==> src/rtl/stsf_pkg.sv <==
// ----------------------------------------------------------------------------
// stsf_pkg
// Shared widths and the search token for the subarray target-sum finder.
// ----------------------------------------------------------------------------
package stsf_pkg;

   localparam int DEPTH          = 1024;
   localparam int VALUE_BITS     = 16;
   localparam int ELEMENT_BITS   = 16;
   localparam int SUM_BITS       = 26;
   localparam int INDEX_OUT_BITS = 10;
   localparam int IDX_BITS       = $clog2(DEPTH);
   localparam int CNT_BITS       = $clog2(DEPTH + 1);

   // one search beat travelling down the cell row
   typedef struct packed {
      logic                valid;
      logic                overflow;
      logic                found;
      logic [IDX_BITS-1:0] start;
      logic [IDX_BITS-1:0] idx;
      logic [SUM_BITS-1:0] want;
      logic [SUM_BITS-1:0] sum;
   } token_type;

endpackage

==> src/rtl/stsf_cell.sv <==
// ----------------------------------------------------------------------------
// stsf_cell
// One stored prefix sum and its comparator; passes the search token on.
// ----------------------------------------------------------------------------
module stsf_cell (
   input  logic                          clock,
   input  logic                          reset,
   input  logic                          advance,
   input  logic [stsf_pkg::IDX_BITS-1:0] cell_idx,
   input  stsf_pkg::token_type           tok_in,
   output stsf_pkg::token_type           tok_out
);

   stsf_pkg::token_type           tok_ff, tok_in_mod;
   logic [stsf_pkg::SUM_BITS-1:0] prefix_ff;
   logic                          live;
   logic                          hit;
   logic                          write;

   always_comb begin
      live  = tok_in.valid && !tok_in.overflow;
      // only prefixes written earlier in this array are compared
      hit   = live && !tok_in.found && (cell_idx < tok_in.idx) && (prefix_ff == tok_in.want);
      write = live && (cell_idx == tok_in.idx);

      tok_in_mod = tok_in;
      if (hit) begin
         tok_in_mod.found = 1'b1;
         tok_in_mod.start = cell_idx + stsf_pkg::IDX_BITS'(1);
      end
   end

   always_ff @(posedge clock) begin
      if (reset) begin
         tok_ff.valid <= 1'b0;
      end else if (advance) begin
         tok_ff <= tok_in_mod;
      end
   end

   always_ff @(posedge clock) begin
      if (advance && write) begin
         prefix_ff <= tok_in.sum;
      end
   end

   assign tok_out = tok_ff;

endmodule

==> config.mk <==
export PLATFORM = sky130hd
export DESIGN_NAME = stsf_cell
export DESIGN_NICKNAME = d
export VERILOG_FILES = /design/src/rtl/stsf_pkg.sv /design/src/rtl/stsf_cell.sv
export SDC_FILE = /design/constraint.sdc
export NUM_CORES = 1
export LEC_CHECK = 0
export BUFFER_PORTS_ARGS = -buffer_cell sky130_fd_sc_hd__buf_2
export CORE_AREA = 2 2 91 93
export DETAILED_ROUTE_END_ITERATION = 6
export DIE_AREA = 0 0 93 95
export PLACE_DENSITY = 0.83
export SLEW_MARGIN = 10
export SYNTH_ARGS = -nofsm -noshare
export SYNTH_HDL_FRONTEND = slang
export SYNTH_SLANG_ARGS = --single-unit
==> constraint.sdc <==
create_clock -name clock -period 13.1 [get_ports clock]
set_clock_uncertainty 0.1 [all_clocks]
set_input_delay 1.965 -clock clock [delete_from_list [all_inputs] [get_ports clock]]
set_output_delay 1.965 -clock clock [all_outputs]
set_load 0.01 [all_outputs]
# [Word level (Yosys, flattened, before mapping)]
# Cells that the tools add are included.
[word_totals] register_bits=101 latchBits=0 ramBits=0 romBits=0 wordCells=23 n_memories=0
[classes] addsub=1 mul=0 n_div=0 order_cmp=1 n_eq_ne=2 shifts=0 mux=1 n_bitwise=1 reduce_logical=9
[op_table] op="26-bit == test" count=1
[op_table] op="10-bit by 1-bit adder with 10-bit output, second input constant" count=1
[op_table] op="10-bit == test" count=1
[op_table] op="10-bit less-than comparator" count=1
[op_table] op="10-bit 2-to-1 mux" count=1
[op_table] op="1-bit logical AND" count=6
[op_table] op="1-bit logical NOT" count=2
[op_table] op="2-bit AND reduction" count=1
[op_table] op="1-bit inverter" count=1

# [Logic depth before layout (Yosys ltp)]
[logic_depth] depth_word=6 depth_mapped=8 ltp_nobuf=7

# [Least setup slack after synthesis]
# Ideal clock, no wire load.
[synth_timing] path_kind="input to register" start="input port reset" end="register tok_ff (netlist bit tok_out[0]) (enable)" setup_time_ns=0.517 arrival_ns=5.267 setup_slack_ns=7.216 path_stages=1 n_path_buf=0 path_cell_list="nor2b_1"
[synth_via] elab_chain_cells=2
[synth_rtl] item="start, declared" line="stsf_cell.sv:7" rtl="input logic reset,"
[synth_rtl] item="1-bit inverter (no line)"
[synth_rtl] item="2-bit AND reduction (no line)"
[synth_rtl] item="end signal, assigned" line="stsf_cell.sv:37" rtl="tok_ff <= tok_in_mod;"
[synth_rtl] item="end, declared" line="stsf_cell.sv:14" rtl="stsf_pkg::token_type tok_ff, tok_in_mod;"
# No other way between the ends.
# A chain may end at the register's enable or synchronous reset.

==> qor.csv <==
metric;value;unit
clk_pin_slew;0.09;ns
leakage;2.102;nW
status;completed;
final-instance-count-excl-fill;494;
p_per_area;126.1;nW/um^2
die-area;8835;sq um
setup-tns-final;0;ns
drv_slew;0;
clk_path_buf_depth;2;
core.rowCount;33;
antenna_found_initial;2;
drt_pass1_iterations;4;
setup_viol;0;
crit_path_max_fanout;11;
syn_inst;209;
drt-initial-drc-count;76;
seq_area_frac_synth;77.54;%
drive_gt1_share;50.26;%
cts_made_buffers;9;
cts_max_level;3;
setup.worst_path.start_class;input port;
pin_count;163;
grt_max_degree;42;
r2r_slack;10.19;ns
cts_resized;0;
synth_edf_count;100;
drtAntennaViolNets;0;
worst_setup_path_end_kind;register;
grt_util_all_layers;18.08;%
hold_buffers;0;
clk_latency;0.35;ns
grt-ovfl-total;0;
hold_viol_final;0;
hp-class;register to register;
syn_to_final_growth;29.97;%
period_minus_slack;4.599;ns
route.vias.total;2385;
worstPathArrival;4.61;ns
async_flop_share;0;%
yosys.area.top_type;edfxtp_1;
start_util;49.18;%
cts_tree;yes;
synth_flop_cell;edfxtp_1;
dp_worst_setup_slack;8.101;ns
hpwl;5.989;mm
synth_top_area_share;77.02;%
ys_ff_latch;101;
die_h;95;um
layout.nets;482;
timing.final.crit_share;35.10;%
path_class;input port to register;
dp_cells;477;
synth_common_cells;100 x edfxtp_1, 20 x xor2_1, 14 x inv_1, 14 x xnor2_1, 11 x ha_1;
clockRootBuffer;clkbuf_8;
die_w;93;um
gp_congestion;0.7336;
tightest_slew;1.148;ns
io_buffer_count;162;
synth.area.top_cells;edfxtp_1 77%, xor2_1 4.5%, ha_1 3.5%;
drc;0;
vdd_drop_max;0.08143;mV
grt_pass1_wl;11.62;mm
setup_ws;8.501;ns
cts_setup_buffers;0;
syn-cell-area;3899;sq um
viasPerCell;4.828;
relSlewSlack;23.31;%
routed_wl;7.801;mm
yosys_warnings;0;
grt_pass1_vias;2374;
fmax;217.5;MHz
post_drt_wl_per_cell;15.79;um
final_util;63.92;%
synth.distinct_cells;24;
fp.coreArea;7928;sq um
rsz0062_at_grt;no;
fillCellCount;590;
avgSynthCellArea;18.65;sq um
synth.most_common_cell;edfxtp_1;
cts.sinks;101;
synth_fp_nets;308;
drv_cap;0;
cp.required;13.11;ns
-- stage by stage --
step | power (mW) | area, sq um | hold slack, ns
after floorplan | 0.4107 | 3899 | 0.4279
after global placement | 0.4448 | 4858 | 0.3689
after detailed placement | 0.4470 | 4858 | 0.4149
after CTS | 0.6463 | 5065 | 0.4388
after global routing | 0.6637 | 5065 | 0.4717
final | 0.6390 | 5067 | 0.4387
-- layout by cell type, fill, tap and decap left out --
cell type,Yosys,routed
buf_2,0,162
edfxtp_1,100,100
xor2_1,20,20
inv_1,14,14
xnor2_1,14,14
ha_1,11,11
clkbuf_8,0,9
mux2_4,8,8
nand4_1,6,6
nor2_1,5,5
nand2_1,4,4
nor4_1,5,4
nand3_1,3,3
and3_1,3,3
a21oi_1,3,3
clkinv_4,0,3
a211oi_2,2,2
mux2i_1,2,2
inv_8,0,2
buf_4,0,2
diode_2,0,1
a21o_1,1,1
o221ai_1,1,1
and2b_2,1,1
or4_4,1,1
nor4_2,0,1
nor2b_4,0,1
mux2_2,1,1
or2_2,1,1
clkbuf_1,0,1
bufinv_16,0,1
dfxtp_1,1,1
-- critical path, cell delays in order --
cell	delay, ns
buf_2	0.11
ha_1	0.32
a211oi_2	0.22
nand4_1	0.11
or4_4	0.51
a211oi_2	0.95
mux2_2	0.42
-- state kept, by name, summed over array words and instances (netlist names) --
signal and flops:
prefix_ff 26, tok_out 75
-- final cells by class --
type                    instances  area (sq um)  area share [%]
clock buffers                  10         127.6           2.519
well taps                     105         131.4           2.593
multi-input cells              93         825.8           16.30
clock inverters                 6         78.83           1.556
repair buffers                164         825.8           16.30
diodes                          1         2.502         0.04938
flip-flops and latches        101          3023           59.65
inverters                      14         52.55           1.037
-- where the power goes --
group / leakage [nW] / internal [mW] / total, mW / switching, mW
logic: 1.06 / 0.0283 / 0.0627 / 0.0344
registers: 0.936 / 0.373 / 0.376 / 0.00356
clock network: 0.104 / 0.0922 / 0.200 / 0.108
total: 2.10 / 0.493 / 0.639 / 0.146
-- kinds of logic (layout without fill, tap and decap cells) --
| logic type | count (synthesis) | after routing | synth area share, % |
|---|---|---|---|
| mux | 11 | 11 | 3.883 |
| flops | 101 | 101 | 77.54 |
| xor+xnor | 34 | 34 | 7.638 |
| buf+inv | 15 | 194 | 1.637 |
| simple gates | 30 | 30 | 4.333 |
| other cells | 0 | 1 | 0 |
| compound gates | 7 | 7 | 1.444 |
| fa+ha+maj | 11 | 11 | 3.530 |
-- routing by layer --
metal	GRT usage (%)	routed length, um	vias to the layer above
li1	-	-	1139
met3	9.018	878	10
met5	0	11	-
met1	19.25	2862	1110
met4	5.760	76	2
met2	31.52	3972	124
-- path summary, 6_finish.rpt --
kind	start	cells after the start	to
setup / recovery	cell_idx[9]	7	tok_out[71]$_DFFE_PP_
setup reg to reg	prefix_ff[16]$_DFFE_PP_	5	tok_out[71]$_DFFE_PP_
hold reg to reg	tok_out[74]$_SDFFE_PP0P_	2	tok_out[74]$_SDFFE_PP0P_
hold / removal	tok_out[74]$_SDFFE_PP0P_	2	tok_out[74]$_SDFFE_PP0P_
Note: power is estimated with default switching activity, not from simulation.
