[src/rtl/stsf_pkg.sv]
// ----------------------------------------------------------------------------
// stsf_pkg
// Shared widths and the search token for the subarray target-sum finder.
// ----------------------------------------------------------------------------
package stsf_pkg;

   localparam int DEPTH          = 1024;
   localparam int VALUE_BITS     = 16;
   localparam int ELEMENT_BITS   = 16;
   localparam int SUM_BITS       = 26;
   localparam int INDEX_OUT_BITS = 10;
   localparam int IDX_BITS       = $clog2(DEPTH);
   localparam int CNT_BITS       = $clog2(DEPTH + 1);

   // one search beat travelling down the cell row
   typedef struct packed {
      logic                valid;
      logic                overflow;
      logic                found;
      logic [IDX_BITS-1:0] start;
      logic [IDX_BITS-1:0] idx;
      logic [SUM_BITS-1:0] want;
      logic [SUM_BITS-1:0] sum;
   } token_type;

endpackage

[src/rtl/stsf_front.sv]
// ----------------------------------------------------------------------------
// stsf_front
// Running prefix sum, element count and target register; builds the token
// that enters the cell row.
// ----------------------------------------------------------------------------
module stsf_front (
   input  logic                              clock,
   input  logic                              reset,
   input  logic                              advance,
   input  logic                              in_valid,
   input  logic                              in_first,
   input  logic [stsf_pkg::ELEMENT_BITS-1:0] in_element,
   input  logic                              csr_wr_en,
   input  logic [stsf_pkg::SUM_BITS-1:0]     csr_wr_data,
   output stsf_pkg::token_type               tok_out
);

   logic [stsf_pkg::SUM_BITS-1:0] sum_ff, sum_in;
   logic [stsf_pkg::CNT_BITS-1:0] cnt_ff, cnt_in;
   logic [stsf_pkg::SUM_BITS-1:0] target_ff;

   logic [stsf_pkg::SUM_BITS-1:0] base_sum;
   logic [stsf_pkg::CNT_BITS-1:0] base_cnt;
   logic [stsf_pkg::SUM_BITS-1:0] elem_ext;
   logic [stsf_pkg::SUM_BITS-1:0] new_sum;
   logic [stsf_pkg::SUM_BITS-1:0] want;
   logic                          full;
   logic                          accept;

   always_comb begin
      accept   = in_valid && advance;
      base_sum = in_first ? '0 : sum_ff;
      base_cnt = in_first ? '0 : cnt_ff;
      full     = (base_cnt >= stsf_pkg::CNT_BITS'(stsf_pkg::DEPTH));
      elem_ext = stsf_pkg::SUM_BITS'(in_element[stsf_pkg::VALUE_BITS-1:0]);
      new_sum  = base_sum + elem_ext;
      want     = new_sum - target_ff;

      sum_in = sum_ff;
      cnt_in = cnt_ff;
      if (accept && !full) begin
         sum_in = new_sum;
         cnt_in = base_cnt + stsf_pkg::CNT_BITS'(1);
      end

      tok_out.valid    = accept;
      tok_out.overflow = full;
      // empty prefix match wins over every stored prefix
      tok_out.found    = !full && (want == '0);
      tok_out.start    = '0;
      tok_out.idx      = full ? '0 : base_cnt[stsf_pkg::IDX_BITS-1:0];
      tok_out.want     = want;
      tok_out.sum      = new_sum;
   end

   always_ff @(posedge clock) begin
      if (reset) begin
         sum_ff    <= '0;
         cnt_ff    <= '0;
         target_ff <= '0;
      end else begin
         sum_ff <= sum_in;
         cnt_ff <= cnt_in;
         if (csr_wr_en) begin
            target_ff <= csr_wr_data;
         end
      end
   end

endmodule

[config.mk]
export PLATFORM = sky130hd
export DESIGN_NAME = stsf_front
export DESIGN_NICKNAME = d
export VERILOG_FILES = /design/src/rtl/stsf_pkg.sv /design/src/rtl/stsf_front.sv
export SDC_FILE = /design/constraint.sdc
export NUM_CORES = 1
export LEC_CHECK = 0
export BUFFER_PORTS_ARGS = -buffer_cell sky130_fd_sc_hd__buf_2
export CAP_MARGIN = 30
export CORE_MARGIN = 4
export CORE_UTILIZATION = 40
export CTS_CLUSTER_SIZE = 12
export DETAILED_ROUTE_END_ITERATION = 16
export PLACE_DENSITY = 0.67
export SETUP_SLACK_MARGIN = 0.3
export SLEW_MARGIN = 10
export SYNTH_ARGS = -nofsm -noshare
export SYNTH_HDL_FRONTEND = slang
export SYNTH_SLANG_ARGS = --single-unit
[constraint.sdc]
create_clock -name clock -period 17.85 [get_ports clock]
set_clock_uncertainty 0.1 [all_clocks]
set_input_delay 5.355 -clock clock [delete_from_list [all_inputs] [get_ports clock]]
set_output_delay 5.355 -clock clock [all_outputs]
set_load 0.05 [all_outputs]
; After elaboration in Yosys (flattened, before gate mapping)
; Index checks and enable logic that the tools add are counted.
; W data, S select, Z words.
[classes]
n_addsub = 3
order_cmp = 1
mux = 3
reduce_logical = 5
[ops]
columns = cell, count
row1 = $add A26 B16 Y26, 1
row2 = $logic_not A26 Y1, 1
row3 = $mux W26, 1
row4 = $sub A26 B26 Y26, 1
row5 = $add A11 B1 Y11 const B, 1
row6 = $ge A11 B11 Y1 const B, 1
row7 = $mux W11, 1
row8 = $mux W10, 1
row9 = $logic_and A1 B1 Y1, 3
row10 = $logic_not A1 Y1, 1
[word_totals]
word_cells = 15
reg_bits = 63
output_inout_bits = 75
in_bits = 48

; Longest topological paths before layout
[depth]
ltp_word = 5
depth_mapped = 24
depth_no_buf = 22

; Least setup slack after synthesis
; Ideal clock, no wire load.
[synth_timing]
kind = input -> output
startpoint = input in_first
endpoint = output tok_out[72] (netlist name)
n_path_buf = 2
path_stages = 22
t_arrival_ns = 12.073
t_required_ns = 12.395
path_slack_ns = 0.322
path_cell_list = clkbuf_1 > clkbuf_1 > nor2b_1 > ha_1 > a2111oi_0 > o21ai_0 > a221oi_1 > nand2b_1 > a21oi_1 > nor4_1 > nor3_1 > xor2_1 > ha_1 > nand4_1 > nor2_1 > a211o_1 > a21oi_1 > xnor2_1 > nand4bb_1 > or4b_1 > or4_1 > nor4_2
[synth_lines]
columns = element, line_no
row1 = from (decl), stsf_front.sv:11  ; input logic in_first,
row2 = to (decl), stsf_front.sv:15  ; output stsf_pkg::token_type tok_out

==> results.txt <==
Yosys warns -> 0
Final setup viols -> 0
Cell area after synthesis -> 0.00499 sq mm
Hold Vio Cnt, Final -> 0
CTS Sinks -> 63
Buf/Inv on CP -> 2
DR vias/cell -> 5.17
Final Wtd Congestion -> 0.903
Worst-Margin Slew -> 0.886 ns
Total Routing Usage GR -> 0.186
Inserted Clock Buffers -> 9
Top-area cell type share of the netlist area -> 0.253
DRT antenna net count -> 0
EDFF count, synth -> 0
Setup_tns -> 0 ns
Register bit count reported by yosys -> 63
Crit-path max FO -> 13
Share of layout cells above drive strength 1 -> 0.182
Setup Buffers After CTS -> 0
Vias in the first global route -> 4607
Die area -> 0.0143 sq mm
Core Rows -> 40
Syn_area_per_cell -> 7.59 sq um
Non-filler instance count after layout -> 927
Design Area, Final -> 0.00593 sq mm
Crit path max-delay family -> simple AND/OR/NAND/NOR gates
WP data arrival -> 11.06 ns
Longest Clk Path Bufs -> 2
Count of hold buffers inserted by post-cts repair -> 0
Resize count post-CTS -> 0
Routed wire length -> 13600 um
Netlist cell types -> 54
Kind of critical path -> in -> out
Max Clk Rate -> 60.5 MHz
FILL cells -> 1255
VDD IR-drop max -> 45.0 uV
Footprint of the multi-input gates -> 0.00344 sq mm
Slew Viols, Final -> 0
Via count -> 4796
Initial antenna violation count -> 0
Area occupied by registers -> 0.00126 sq mm
Placed insts -> 912
Max-cap violation count -> 0
Setup WS pre-CTS -> 1.34 ns
Pin count of the biggest net entering global routing -> 64
TritonCTS clock tree -> done
Worst-path clk slew -> 0.05 ns
Synth top area cells -> dfxtp_1 (25%), ha_1 (11%), a21oi_1 (5.9%)
Crit. path cell count -> 23
CP Launch Type -> input pin
R2R cell count -> 13
Count of input and output buffers -> 112
Top Ports -> 123
Fin crit period -> 16.52 ns
Final WS setup -> 1.33 ns
Starting Density -> 0.412
Final Cycle Share -> 0.925
Worst path required time -> 12.39 ns
DR pass1 iterations -> 6
Post-synth top flop -> dfxtp_1
RSZ-0062 raised after global routing -> no
Area delta synth->final -> 18.9%
Worst path slowest cell -> or4_1
P_leak -> 2.72 nW
Worst skew pair latency -> 0.32 ns
Placed Area -> 0.00564 sq mm
Crit-path cells -> buf_2 -> nor2b_1 -> ha_1 -> fa_1 -> a21o_1 -> a21oi_1 -> nor2b_1 -> o21a_1 -> o21ai_0 -> nand2b_1 -> a21oi_1 -> xnor2_1 -> ha_1 -> nand3_1 -> o31ai_2 -> xor2_1 -> or4_1 -> nor4_2 -> nand4bb_1 -> or4b_1 -> or4_1 -> nor4_2 -> buf_2
Core area -> 0.0121 sq mm
Antenna diodes -> 0
Slowest stage delay, CP -> 0.57 ns
Die Width -> 120 um
Number of H-tree levels -> 3
Routed WL per cell -> 14.7 um
Iteration-0 DRC Markers -> 224
Cell accounting for the most synthesized area -> dfxtp_1
Total gr overflow -> 0
Post-DP HPWL -> 10600 um
Hold/Removal Path Class -> reg -> reg
Worst relative slew slack -> 0.409
First-pass GRT wire length -> 22000 um
P per Cell Area -> 95.7 mW/mm^2
Root buf cell -> clkbuf_16
Chip height -> 120 um
Synth async-reset ratio -> 0
Crit. End Element -> output pin
Fin nets -> 847
DRC -> 0
Status -> finished clean
Worst Hold Path Cells -> 2
Post-Syn Instances -> 657
Register area share after synthesis -> 0.253
## layout by cell type (no fill, tap or decap), types with 4 or more instances in the layout
cell type / n
a21oi_1: 59
nor2b_1: 23
mux2i_1: 27
xor2_1: 15
buf_4: 4
inv_1: 36
o21ai_0: 30
and2_1: 13
conb_1: 10
or3_1: 6
nand3_1: 13
ha_1: 42
clkbuf_16: 9
nand2b_1: 13
nor3_1: 9
and3_1: 7
nor4_1: 5
nand2_1: 65
a22oi_1: 8
xnor2_1: 33
nor2_1: 78
a211oi_1: 6
buf_2: 112
a21o_1: 13
o21a_1: 6
dfxtp_1: 63
## layout make-up
class | count | area share
multi-input combinational | 529 | 0.580
inverter | 36 | 0.0228
timing repair buffer | 116 | 0.0995
clock inverter | 4 | 0.00759
tap | 168 | 0.0354
clock buffer | 11 | 0.0426
sequential | 63 | 0.213
## Yosys cell counts, types with 3 or more instances
cell type / instances
o21a_1: 6
a211oi_1: 6
a21o_1: 13
dfxtp_1: 63
inv_1: 36
nor3_1: 9
or4_1: 3
nand3_1: 13
o22ai_1: 3
a31oi_1: 3
nand4_1: 3
ha_1: 42
buf_1: 3
xor2_1: 15
clkbuf_1: 23
nand2_1: 65
a21oi_1: 59
and2_1: 13
or3_1: 6
buf_4: 12
o21ai_0: 30
and3_1: 7
nor4_1: 5
mux2i_1: 27
o21bai_1: 3
nand2b_1: 13
a22oi_1: 8
nor2_1: 78
nor2b_1: 23
xnor2_1: 33
## worst reg2reg max path, cell delays in order (launching register included)
cell      delay [ns]
dfxtp_1         0.30
nor2b_1         0.13
ha_1            0.23
fa_1            0.41
a21o_1          0.20
a21oi_1         0.26
or4b_2          0.20
nand3_1         0.11
o41ai_1         0.41
nand2b_1        0.25
and3_1          0.29
o21ai_0         0.17
a22oi_1         0.11
nor2_1          0.09
## cell families (layout without fill, tap and decap cells)
kind of cell             after synthesis  after routing  synth area share
adder cells (fa/ha/maj)               44             44             0.113
AO/OA/AOI/OAI                        149            149             0.183
buffers and inverters                 74            167            0.0647
other                                  1             10          0.000752
XOR/XNOR                              48             48            0.0843
flip-flops                            63             63             0.253
AND/OR/NAND/NOR                      251            251             0.247
multiplexers                          27             27            0.0542
## path summary, 6_finish.rpt
check / start / end / slack, ns
worst min-delay path: sum_ff[7] / sum_ff[7] / 0.35
worst max register to register: sum_ff[0] / sum_ff[18] / 14.55
worst min register to register: sum_ff[7] / sum_ff[7] / 0.35
worst max-delay path: in_first / tok_out[72] / 1.33
## per-layer routing
| metal | vias up | GRT usage | part of all wire |
|---|---|---|---|
| met5 | - | 0 | 0 |
| met4 | 0 | 0.0694 | 0.023 |
| met3 | 23 | 0.0287 | 0.054 |
| met2 | 155 | 0.315 | 0.47 |
| met1 | 2165 | 0.237 | 0.45 |
| li1 | 2453 | - | - |
## power by group
| group | internal [W] | switching, W | total, W |
|---|---|---|---|
| clock | 0.000114 | 0.0000621 | 0.000176 |
| combinational | 0.0000660 | 0.000176 | 0.000242 |
| sequential | 0.000147 | 0.00000288 | 0.000149 |
## registers in the layout (all words and copies together), names as in the netlist
name	count
cnt_ff	11
sum_ff	26
target_ff	26
## through the flow
stage / hold slack (ns) / power (W) / util
detailed placement: 0.342 / 0.000393 / 0.465
finish: 0.348 / 0.000568 / 0.490
global placement: 0.339 / 0.000390 / 0.465
floorplan: 0.332 / 0.000342 / -
CTS: 0.349 / 0.000572 / 0.490
global route: 0.363 / 0.000594 / 0.490
No activity file was read; power rests on OpenSTA's default activity.
